`config.mk`:
```
export PLATFORM = sky130hd
export DESIGN_NAME = nibble_driven_order_permutation_unit
export DESIGN_NICKNAME = d
export VERILOG_FILES = /design/src/rtl/opu_pkg.sv /design/src/rtl/opu_fifo.sv /design/src/rtl/opu_front.sv /design/src/rtl/opu_back.sv /design/src/rtl/nibble_driven_order_permutation_unit.sv
export VERILOG_INCLUDE_DIRS = /design/src /design/src/rtl
export SDC_FILE = /design/constraint.sdc
export NUM_CORES = 1
export LEC_CHECK = 0
export ABC_AREA = 1
export CAP_MARGIN = 20
export CORE_MARGIN = 5
export CORE_UTILIZATION = 40
export CTS_BUF_LIST = sky130_fd_sc_hd__clkbuf_4
export CTS_CLUSTER_DIAMETER = 120
export DETAILED_ROUTE_END_ITERATION = 10
export DONT_BUFFER_PORTS = 1
export SETUP_SLACK_MARGIN = 0.15
export SYNTH_ARGS = -nofsm -noshare
export SYNTH_HDL_FRONTEND = slang
export SYNTH_HIERARCHICAL = 1
export SYNTH_SLANG_ARGS = --single-unit
```
`constraint.sdc`:
```
create_clock -name clock -period 12.19 [get_ports clock]
set_clock_uncertainty 0.15 [all_clocks]
set_input_delay 1.219 -clock clock [delete_from_list [all_inputs] [get_ports clock]]
set_output_delay 1.219 -clock clock [all_outputs]
set_load 0.1 [all_outputs]
```
`src/rtl/assert_macros.svh`:
```
// ----------------------------------------------------------------------------
// assert_macros.svh
// Concurrent assertion wrappers, empty under synthesis.
// ----------------------------------------------------------------------------
`ifndef ASSERT_MACROS_SVH
`define ASSERT_MACROS_SVH

`ifndef SYNTHESIS
// clocked check, off while reset is high
`define OPU_ASSERT(lbl, clk, rst, prop, msg) \
   lbl: assert property (@(posedge clk) disable iff (rst) prop) else $error(msg);
// clocked check, also during reset
`define OPU_ASSERT_ALWAYS(lbl, clk, prop, msg) \
   lbl: assert property (@(posedge clk) prop) else $error(msg);
`else
`define OPU_ASSERT(lbl, clk, rst, prop, msg)
`define OPU_ASSERT_ALWAYS(lbl, clk, prop, msg)
`endif

`endif

```
`src/rtl/opu_pkg.sv`:
```
// ----------------------------------------------------------------------------
// opu_pkg
// Shared types, constants and the nibble reduction for the order unit.
// ----------------------------------------------------------------------------
`default_nettype none

package opu_pkg;

   localparam int IDX_W = 4;
   localparam logic [IDX_W-1:0] NIB_MASK = 4'hF;
   localparam logic [IDX_W-1:0] ALGO_RESET = 4'd14;

   typedef struct packed {
      logic [IDX_W-1:0] lo_idx;
      logic [IDX_W-1:0] hi_idx;
      logic             last;
   } item_type;

   // nib mod n for a 4-bit nibble, n in 1..15; one candidate quotient per lane
   function automatic logic [IDX_W-1:0] nib_mod(input logic [IDX_W-1:0] nib,
                                                input logic [IDX_W-1:0] n);
      logic [7:0]       base;
      logic [7:0]       nib_w;
      logic [IDX_W-1:0] r;
      r     = '0;
      nib_w = {4'b0, nib};
      for (int q = 0; q < 16; q++) begin
         base = 8'(q) * {4'b0, n};
         if ((nib_w >= base) && (nib_w < (base + {4'b0, n}))) begin
            r = nib - base[IDX_W-1:0];
         end
      end
      return r;
   endfunction

endpackage

`default_nettype wire

```
`src/rtl/opu_fifo.sv`:
```
// ----------------------------------------------------------------------------
// opu_fifo
// Small register queue with push/full and pop/empty sides.
// ----------------------------------------------------------------------------
`default_nettype none

module opu_fifo #(
   parameter int WIDTH = 8,
   parameter int DEPTH = 2
) (
   input  wire logic             clock,
   input  wire logic             reset,
   input  wire logic             push,
   input  wire logic [WIDTH-1:0] din,
   output logic                  full,
   input  wire logic             pop,
   output logic [WIDTH-1:0]      dout,
   output logic                  empty
);

   localparam int PTR_W = (DEPTH > 1) ? $clog2(DEPTH) : 1;
   localparam int CNT_W = $clog2(DEPTH + 1);

   logic [WIDTH-1:0] store_ff [DEPTH];
   logic [PTR_W-1:0] wr_ptr_ff, wr_ptr_in;
   logic [PTR_W-1:0] rd_ptr_ff, rd_ptr_in;
   logic [CNT_W-1:0] fill_ff, fill_in;
   logic             do_push, do_pop;

   assign full    = (fill_ff == CNT_W'(DEPTH));
   assign empty   = (fill_ff == '0);
   assign do_push = push && !full;
   assign do_pop  = pop && !empty;
   assign dout    = store_ff[rd_ptr_ff];

   always_comb begin
      wr_ptr_in = wr_ptr_ff;
      rd_ptr_in = rd_ptr_ff;
      fill_in   = fill_ff;
      if (do_push) begin
         wr_ptr_in = (wr_ptr_ff == PTR_W'(DEPTH - 1)) ? '0 : wr_ptr_ff + 1'b1;
      end
      if (do_pop) begin
         rd_ptr_in = (rd_ptr_ff == PTR_W'(DEPTH - 1)) ? '0 : rd_ptr_ff + 1'b1;
      end
      if (do_push && !do_pop) begin
         fill_in = fill_ff + 1'b1;
      end else if (!do_push && do_pop) begin
         fill_in = fill_ff - 1'b1;
      end
   end

   always_ff @(posedge clock) begin
      if (reset) begin
         wr_ptr_ff <= '0;
         rd_ptr_ff <= '0;
         fill_ff   <= '0;
      end else begin
         wr_ptr_ff <= wr_ptr_in;
         rd_ptr_ff <= rd_ptr_in;
         fill_ff   <= fill_in;
      end
   end

   always_ff @(posedge clock) begin
      if (do_push) begin
         store_ff[wr_ptr_ff] <= din;
      end
   end

endmodule

`default_nettype wire

```
`src/rtl/opu_front.sv`:
```
// ----------------------------------------------------------------------------
// opu_front
// Takes seed words, reduces both nibbles modulo the index count and queues
// the classified word for the back end.
// ----------------------------------------------------------------------------
`default_nettype none

module opu_front
   import opu_pkg::*;
(
   input  wire logic             clock,
   input  wire logic             reset,
   input  wire logic [IDX_W-1:0] n_eff,
   input  wire logic             req_push,
   input  wire logic [7:0]       req_seed_byte,
   input  wire logic             req_last_byte,
   output logic                  req_full,
   output item_type              item,
   output logic                  item_avail,
   input  wire logic             item_take
);

   item_type cls;
   logic     q_empty;

   always_comb begin
      cls.lo_idx = nib_mod(req_seed_byte[3:0] & NIB_MASK, n_eff);
      cls.hi_idx = nib_mod(req_seed_byte[7:4] & NIB_MASK, n_eff);
      cls.last   = req_last_byte;
   end

   opu_fifo #(
      .WIDTH ($bits(item_type)),
      .DEPTH (2)
   ) u_mid_q (
      .clock (clock),
      .reset (reset),
      .push  (req_push),
      .din   (cls),
      .full  (req_full),
      .pop   (item_take),
      .dout  (item),
      .empty (q_empty)
   );

   assign item_avail = !q_empty;

endmodule

`default_nettype wire

```
`src/rtl/opu_back.sv`:
```
// ----------------------------------------------------------------------------
// opu_back
// Checks queued indices against the used mask, fills the unused ones on the
// last word and queues the resulting words.
// ----------------------------------------------------------------------------
`default_nettype none

`include "assert_macros.svh"

module opu_back
   import opu_pkg::*;
#(
   parameter int MAX_INDICES = 15
) (
   input  wire logic             clock,
   input  wire logic             reset,
   input  wire logic [IDX_W-1:0] n_eff,
   input  wire item_type         item,
   input  wire logic             item_avail,
   output logic                  item_take,
   output logic                  rsp_empty,
   input  wire logic             rsp_pop,
   output logic [IDX_W-1:0]      rsp_chosen_index,
   output logic [IDX_W-1:0]      rsp_order_position,
   output logic                  rsp_order_done
);

   localparam int MIW = (MAX_INDICES > 1) ? $clog2(MAX_INDICES) : 1;
   localparam int RW  = 2 * IDX_W + 1;

   typedef enum logic [1:0] {
      ST_IDLE,
      ST_LO,
      ST_HI,
      ST_FILL
   } state_type;

   state_type              state_ff, state_in;
   item_type               cur_ff, cur_in;
   logic [IDX_W-1:0]       fill_i_ff, fill_i_in;
   logic [MAX_INDICES-1:0] mask_ff, mask_in;
   logic [IDX_W-1:0]       cnt_ff, cnt_in;

   logic             out_full;
   logic             step;
   logic [IDX_W-1:0] cand;
   logic             emit;
   logic             fill_end;
   logic [RW-1:0]    out_din, out_dout;

   always_comb begin
      unique case (state_ff)
         ST_LO:   cand = cur_ff.lo_idx;
         ST_HI:   cand = cur_ff.hi_idx;
         default: cand = fill_i_ff;
      endcase
   end

   assign step = (state_ff != ST_IDLE) && !out_full;
   assign emit = step && (cnt_ff < n_eff) && !mask_ff[cand[MIW-1:0]];
   assign out_din = {cand, cnt_ff, ({1'b0, cnt_ff} + 5'd1) == {1'b0, n_eff}};

   always_comb begin
      state_in  = state_ff;
      cur_in    = cur_ff;
      fill_i_in = fill_i_ff;
      mask_in   = mask_ff;
      cnt_in    = cnt_ff;
      item_take = 1'b0;
      fill_end  = 1'b0;

      if (emit) begin
         mask_in[cand[MIW-1:0]] = 1'b1;
         cnt_in                 = cnt_ff + 1'b1;
      end

      unique case (state_ff)
         ST_IDLE: begin
            if (item_avail) begin
               item_take = 1'b1;
               cur_in    = item;
               state_in  = ST_LO;
            end
         end
         ST_LO: begin
            if (step) begin
               state_in = ST_HI;
            end
         end
         ST_HI: begin
            if (step) begin
               if (cur_ff.last) begin
                  fill_i_in = '0;
                  state_in  = ST_FILL;
               end else if (item_avail) begin
                  item_take = 1'b1;
                  cur_in    = item;
                  state_in  = ST_LO;
               end else begin
                  state_in = ST_IDLE;
               end
            end
         end
         ST_FILL: begin
            if (step) begin
               fill_i_in = fill_i_ff + 1'b1;
               fill_end  = (fill_i_ff == (n_eff - 4'd1)) || (cnt_in >= n_eff);
               if (fill_end) begin
                  mask_in  = '0;
                  cnt_in   = '0;
                  state_in = ST_IDLE;
               end
            end
         end
         default: state_in = ST_IDLE;
      endcase
   end

   always_ff @(posedge clock) begin
      if (reset) begin
         state_ff  <= ST_IDLE;
         mask_ff   <= '0;
         cnt_ff    <= '0;
         fill_i_ff <= '0;
         cur_ff    <= '0;
      end else begin
         state_ff  <= state_in;
         mask_ff   <= mask_in;
         cnt_ff    <= cnt_in;
         fill_i_ff <= fill_i_in;
         cur_ff    <= cur_in;
      end
   end

   opu_fifo #(
      .WIDTH (RW),
      .DEPTH (2)
   ) u_out_q (
      .clock (clock),
      .reset (reset),
      .push  (emit),
      .din   (out_din),
      .full  (out_full),
      .pop   (rsp_pop),
      .dout  (out_dout),
      .empty (rsp_empty)
   );

   assign rsp_chosen_index   = out_dout[RW-1 -: IDX_W];
   assign rsp_order_position = out_dout[IDX_W:1];
   assign rsp_order_done     = out_dout[0];

   `OPU_ASSERT(a_emit_room, clock, reset, emit |-> !out_full, "word emitted into full queue")
   `OPU_ASSERT(a_emit_fresh, clock, reset, emit |-> !mask_ff[cand[MIW-1:0]], "index emitted twice")
   `OPU_ASSERT(a_fill_clears, clock, reset, fill_end |=> (cnt_ff == '0 && mask_ff == '0), "seed state not cleared")
   `OPU_ASSERT(a_take_slot, clock, reset, item_take |-> item_avail, "item taken from empty queue")

endmodule

`default_nettype wire

```
`src/rtl/nibble_driven_order_permutation_unit.sv`:
```
// ----------------------------------------------------------------------------
// nibble_driven_order_permutation_unit
// Builds a permutation of 0..n-1 from seed words, one nibble at a time.
//
//   channel  direction  handshake              payload
//   req      in         req_push / req_full    seed_byte, last_byte
//   rsp      out        rsp_pop / rsp_empty    chosen_index, order_position,
//                                              order_done
//   csr      in         csr_valid / csr_ready  algo_count
//
// The back end checks each seed word in two states, one per nibble check, plus
// a pass through idle to pick the word up when the back end was idle.
// A last word adds a fill walk over 0..n-1, cut short once n are out, then idle.
// A two-entry queue after the front and another before rsp decouple stalls.
// Reset is synchronous; mask and count clear at once, no clearing pass.
// ----------------------------------------------------------------------------
`default_nettype none

module nibble_driven_order_permutation_unit
   import opu_pkg::*;
#(
   parameter int MAX_INDICES = 15
) (
   input  wire logic             clock,
   input  wire logic             reset,
   input  wire logic             req_push,
   output logic                  req_full,
   input  wire logic [7:0]       req_seed_byte,
   input  wire logic             req_last_byte,
   output logic                  rsp_empty,
   input  wire logic             rsp_pop,
   output logic [IDX_W-1:0]      rsp_chosen_index,
   output logic [IDX_W-1:0]      rsp_order_position,
   output logic                  rsp_order_done,
   input  wire logic             csr_valid,
   output logic                  csr_ready,
   input  wire logic [IDX_W-1:0] csr_algo_count
);

   logic [IDX_W-1:0] algo_count_ff, algo_count_in;
   logic [IDX_W-1:0] n_eff;
   item_type         item;
   logic             item_avail;
   logic             item_take;

   assign csr_ready     = 1'b1;
   assign algo_count_in = (csr_valid && csr_ready) ? csr_algo_count : algo_count_ff;

   always_ff @(posedge clock) begin
      if (reset) begin
         algo_count_ff <= ALGO_RESET;
      end else begin
         algo_count_ff <= algo_count_in;
      end
   end

   // zero acts as one, limited to the index capacity
   always_comb begin
      n_eff = (algo_count_ff == '0) ? 4'd1 : algo_count_ff;
      if ({1'b0, n_eff} > 5'(MAX_INDICES)) begin
         n_eff = IDX_W'(MAX_INDICES);
      end
   end

   opu_front u_front (
      .clock         (clock),
      .reset         (reset),
      .n_eff         (n_eff),
      .req_push      (req_push),
      .req_seed_byte (req_seed_byte),
      .req_last_byte (req_last_byte),
      .req_full      (req_full),
      .item          (item),
      .item_avail    (item_avail),
      .item_take     (item_take)
   );

   opu_back #(
      .MAX_INDICES (MAX_INDICES)
   ) u_back (
      .clock              (clock),
      .reset              (reset),
      .n_eff              (n_eff),
      .item               (item),
      .item_avail         (item_avail),
      .item_take          (item_take),
      .rsp_empty          (rsp_empty),
      .rsp_pop            (rsp_pop),
      .rsp_chosen_index   (rsp_chosen_index),
      .rsp_order_position (rsp_order_position),
      .rsp_order_done     (rsp_order_done)
   );

endmodule

`default_nettype wire
```
## Word level (Yosys, flattened, before mapping)

Memory sizes are Yosys's and may differ from the RTL's. A register that Yosys moved wholly into a read port is not among the register bits.
Cells that the tools add are included.

- Add/sub/neg operators: 57
- Multiply operators: 11
- Divide/modulo/power cells: 0
- Magnitude comparators: 68
- Equal/unequal tests: 15
- Shift-type cells: 0
- Muxes and demuxes: 83
- Bitwise operators: 1
- Reductions and logical operators: 67

Operator list:

| operator | count |
|---|---|
| < comparator 4 x 8 -> 1 bit | 30 |
| 2-to-1 mux 4 bit | 40 |
| subtractor 4 bit | 30 |
| greater-or-equal comparator 4 x 8 -> 1 bit | 14 |
| 2-to-1 mux 15 bit | 4 |
| adder 8 x 4 -> 8 bit | 7 |
| greater-or-equal comparator 4 x 7 -> 1 bit | 8 |
| logical AND 1 bit | 44 |
| 2-to-1 mux 9 bit | 4 |
| adder 7 x 4 -> 8 bit | 4 |
| multiplier 4 x 4 -> 8 bit (first input constant) | 4 |
| multiplier 3 x 4 -> 7 bit (first input constant) | 4 |
| greater-or-equal comparator 4 x 6 -> 1 bit | 4 |
| 2-to-1 mux 2 bit | 10 |
| multiplier 2 x 4 -> 6 bit (first input constant) | 3 |
| 2-to-1 mux 1 bit | 18 |
| case mux 9 bit (2 select lines) | 1 |
| case mux 4 bit (2 select lines) | 2 |
| OR 15 bit | 1 |
| adder 6 x 4 -> 7 bit | 2 |
| greater-or-equal comparator 4 x 1 -> 1 bit (second input constant) | 3 |
| greater-or-equal comparator 4 bit | 3 |
| < comparator 4 bit | 3 |
| greater-or-equal comparator 4 x 5 -> 1 bit | 2 |
| other kinds (27) | 57 |

- Register bits after elaboration: 46
- Bits in latches: 0
- Memory bits (writable): 36
- Memory bits (read-only): 0
- Input bits: 18
- Output and inout port bits: 12
- Word-level logic and storage cells: 318
- Memories kept: 2

Memory list:

| memory | words | bits a word | rd ports | clocked after memory_dff | write ports | RTL line | source |
|---|---|---|---|---|---|---|---|
| u_back.u_out_q.store_ff | 2 | 9 | 1 | 1 | 1 | opu_fifo.sv:24 | `logic [WIDTH-1:0] store_ff [DEPTH];` |
| u_front.u_mid_q.store_ff | 2 | 9 | 1 | 1 | 1 | opu_fifo.sv:24 |  |

## Logic depth before layout (Yosys ltp)

- Depth in word-level cells: 20
- Gate-level depth with buffers: 36
- Depth with buffers taken out: 36

## Modules after synthesis

Netlist, hierarchy kept.

Modules (own cells, without submodules):

| module | instances | cells each | area each (µm²) | sequential area each (µm²) |
|---|---|---|---|---|
| opu_front | 1 | 1156 | 6991.7 | 0.0 |
| opu_back | 1 | 340 | 2208.4 | 680.7 |
| opu_fifo | 2 | 65 | 899.6 | 640.6 |
| nibble_driven_order_permutation_unit | 1 | 30 | 185.2 | 80.1 |

## Least setup slack after synthesis

Ideal clock, no wire load.

- Path type: register -> register
- Start: reg algo_count_ff[1]
- End: mem u_front/u_mid_q/store_ff[0][5] in the netlist's numbering, data pin
- Library setup time: 0.256 ns
- Data arrival time: 4.959 ns
- Data required time: 11.784 ns
- Path slack: 6.824 ns
- Cell stages (with the launch flop): 28
- Buffers on the path: 1
- Period minus slack after synthesis: 5.366 ns
- Cells stage by stage: dfxtp_1 clkbuf_1 inv_2 ha_1 inv_1 fa_1 inv_1 ha_1 a21oi_1 nand2_1 xnor2_1 ha_1 a21oi_1 nand2_1 nand4_1 nand2_1 inv_1 nor2_1 a21oi_1 nand2_1 nand3_1 nand3_1 nand2_1 nand2_1 nand2_1 nand2_1 nand2_1 nand2_1

RTL lines:

| item | RTL line | source |
|---|---|---|
| from (decl) | nibble_driven_order_permutation_unit.sv:40 | `logic [IDX_W-1:0] algo_count_ff, algo_count_in;` |
| from (signal assigned) | nibble_driven_order_permutation_unit.sv:53 | `algo_count_ff <= algo_count_in;` |
| to (decl) | opu_fifo.sv:24 |  |

==> metrics.md <==
| Metric | Value |
|---|---|
| Run status | `complete, no violations` |
| Grt peak-use layer | `met2` |
| Max_slew headroom | `0.295` |
| Max VDD drop | `70.6 uV` |
| RSZ-0062 raised after global routing | `false` |
| Commonest cells after routing, fill and taps aside | `nand2_1 (407), inv_1 (248), ha_1 (159)` |
| Mapped Nets | `1,858` |
| GRT met2 Usage | `0.353` |
| First-pass GRT wire length | `53.6 mm` |
| Initial Util | `0.404` |
| Asr flop ratio synth | `0` |
| Leak Pwr | `0.00582 uW` |
| Post-CTS Hold Fix Bufs | `0` |
| Most common cell after layout, fill and taps aside | `nand2_1` |
| Highest clock rate | `164 MHz` |
| Final-stage net count | `1,855` |
| Core area | `27,700 um^2` |
| HP Class | `reg -> reg` |
| Routed wire length | `33.7 mm` |
| Register Area | `2040 um^2` |
| Crit Path Category | `reg -> reg` |
| H-tree depth | `3` |
| Antenna violations before repair | `1` |
| Fill cells | `2,945` |
| CTS clk-pin slew, worst paths | `0.14 ns` |
| Clock buffer depth | `2` |
| TritonCTS clock tree | `built` |
| Crit. End Element | `flop` |
| Worst-skew pair later-pin latency | `0.45 ns` |
| Max-cap violations | `0` |
| CP Max Fanout | `28` |
| Root buffer cell | `clkbuf_4` |
| Buffers and inverters on the worst path | `6` |
| Drt pass-1 iters | `6` |
| Worst Setup EP | `u_front/u_mid_q/store_ff[0][5]` |
| Rows | `61` |
| Placer Congestion | `0.958` |
| Chip width | `177 um` |
| Final period util | `0.501` |
| Synth Instances | `1,656` |
| Top_reg_cell synth | `dfxtp_1` |
| Layout cells sized above 1 | `0.0615` |
| Clk sinks | `84` |
| Vias per cell | `5.25` |
| Via Count | `10,700` |
| Crit path launch | `algo_count_ff[1]` |
| Largest net degree at the start of global routing | `37` |
| Met1 Track Usage GR | `0.295` |
| Drt drc | `0` |
| Slew Limit Fails | `0` |
| Crit path largest cell delay | `0.64 ns` |
| Worst Reg-to-Reg Cells | `31` |
| Seq/Total Area, Yosys | `0.183` |
| Gr ovfl total | `0` |
| FF-to-FF setup slack | `6.08 ns` |
| DIE AREA | `31,400 um^2` |
| Final ANT Viol Nets | `0` |
| WP data required | `12.23 ns` |
| Synth Warn # | `6` |
| Mapped Avg Cell Area | `6.75 um^2` |
| Final hold viol count | `0` |
| Number of cells on the critical path | `31` |
| Power per cell area | `170 nW/um^2` |
| Post-CTS Resized | `0` |
| Sum Neg Setup Slack | `0 ns` |
| CP most frequent cell | `nand2_1` |
| Total setup buffers inserted after CTS | `0` |
| Grt met3 use | `0.0256` |
| Total CTS buffers | `9` |
| Drt first-iter violations | `828` |
| WL per Instance | `16.5 um` |
| Unique cell type count in the Yosys netlist | `60` |
| Overall Global Routing Usage | `0.215` |
| Yosys top cell area share | `0.178` |
| Port Buffers | `0` |
| Worst reg2reg path startpoint | `algo_count_ff[1]` |
| Post-layout min period | `6.11 ns` |
| Multi-input gate area | `8040 um^2` |
| Yosys reg bits | `84` |
| Top delay family on crit path | `buffers and inverters` |
| Crit-path slowest cell | `fa_1` |
| Number of global-route vias before repair | `10,100` |
| Mapped Area | `11,200 um^2` |
| Final WS setup | `6.08 ns` |
| Worst slack at placement | `6.10 ns` |
| Synthesis-to-layout area growth | `4.92%` |
| Post-synth EDFFs | `36` |
| Die Ht | `177 um` |
| # IOs | `30` |
| CP Launch Type | `flop` |
| Worst-margin pin slew | `1.06 ns` |
| Critical Path AT | `6.15 ns` |
| Top post-synthesis cells by area | `ha_1 (18%), nand2_1 (14%), edfxtp_1 (9.7%)` |
| Largest area contributor in the netlist | `ha_1` |
| DPL Wire Length | `26.9 mm` |
| FF-to-FF End | `u_front/u_mid_q/store_ff[0][5]` |
| # setup viols final | `0` |
[power breakdown]
part           switching, uW  total, uW  internal [uW]
sequential              47.1        439            392
combinational            944       1390            447
clock                    103        168           64.0
[tightest hold or removal path, cell delays in order (launching register included)]
cell,delay [ns]
dfxtp_1,0.33
inv_1,0.04
a21oi_1,0.05
[synth_stat cells, types with 10 or more instances]
master and number:
nand2_1 407, xnor2_1 28, o21ai_1 15, edfxtp_1 36, dfxtp_1 48, nand4_1 17, o21bai_1 12, nand3_1 124
nand2_2 15, inv_1 248, nor2_1 135, mux2_2 18, xor2_1 36, o21ai_0 81, ha_1 159, a31oi_1 10
inv_2 18, a21oi_1 128, fa_1 25
[flip-flops by register name (all words and copies together) (netlist names), named ones only]
| signal | cells |
|---|---|
| u_back/mask_ff | 15 |
| u_back/cur_ff | 9 |
| u_back/fill_i_ff | 4 |
| u_front/u_mid_q/rd_ptr_ff | 1 |
| u_back/u_out_q/rd_ptr_ff | 1 |
| u_back/cnt_ff | 4 |
| u_front/u_mid_q/store_ff | 18 |
| u_front/u_mid_q/wr_ptr_ff | 1 |
| u_back/state_ff | 2 |
| u_back/u_out_q/fill_ff | 2 |
| u_back/u_out_q/wr_ptr_ff | 1 |
| u_back/u_out_q/store_ff | 18 |
| u_front/u_mid_q/fill_ff | 2 |
| algo_count_ff | 4 |
[per-stage QoR]
stage	util	hold WS (ns)	instance area (um^2)	cells	power, uW
after global placement	0.418	0.287	11600	2020	1800
after floorplan	-	0.280	11200	1656	1530
after detailed placement	0.418	0.290	11600	2020	1820
final	0.424	0.308	11700	2037	2000
after CTS	0.423	0.309	11700	2036	2000
after global routing	0.424	0.324	11700	2037	2200
[per-layer routing]
metal / routed length, um / up-vias
li1: - / 5414
met4: 1040 / 0
met2: 15200 / 304
met5: 0 / -
met3: 1870 / 62
met1: 15600 / 4918
[worst min-delay path by stage]
| stage | startpoint | endpoint | slack (ns) | depth (start not counted) |
|---|---|---|---|---|
| floorplan | u_back/mask_ff[0] | u_back/mask_ff[0] | 0.28 | 2 |
| global placement | u_back/mask_ff[5] | u_back/mask_ff[5] | 0.29 | 2 |
| detailed placement | u_back/mask_ff[7] | u_back/mask_ff[7] | 0.29 | 2 |
| CTS | u_back/mask_ff[7] | u_back/mask_ff[7] | 0.31 | 2 |
| global route | u_back/mask_ff[7] | u_back/mask_ff[7] | 0.32 | 2 |
| finish | u_back/mask_ff[4] | u_back/mask_ff[4] | 0.31 | 2 |
[cell families (layout without fill, tap and decap cells)]
| logic type | Yosys count | count (layout) | synth area share |
|---|---|---|---|
| AO/OA/AOI/OAI | 285 | 285 | 0.145 |
| XOR/XNOR | 68 | 68 | 0.0559 |
| adder cells (fa/ha/maj) | 184 | 184 | 0.223 |
| buffers and inverters | 285 | 287 | 0.0988 |
| flip-flops | 84 | 84 | 0.183 |
| multiplexers | 18 | 18 | 0.0181 |
| other | 1 | 2 | 0.000335 |
| AND/OR/NAND/NOR | 731 | 731 | 0.277 |
[final cells by class]
| cell class | instances | share of cell area |
|---|---|---|
| well taps | 378 | 0.0403 |
| repair buffers | 4 | 0.00256 |
| flip-flops and latches | 84 | 0.174 |
| clock buffers | 9 | 0.00576 |
| multi-input cells | 1287 | 0.685 |
| inverters | 267 | 0.0854 |
| clock inverters | 7 | 0.00629 |
| diodes | 1 | 0.000213 |
No activity file was read; power rests on OpenSTA's default activity.
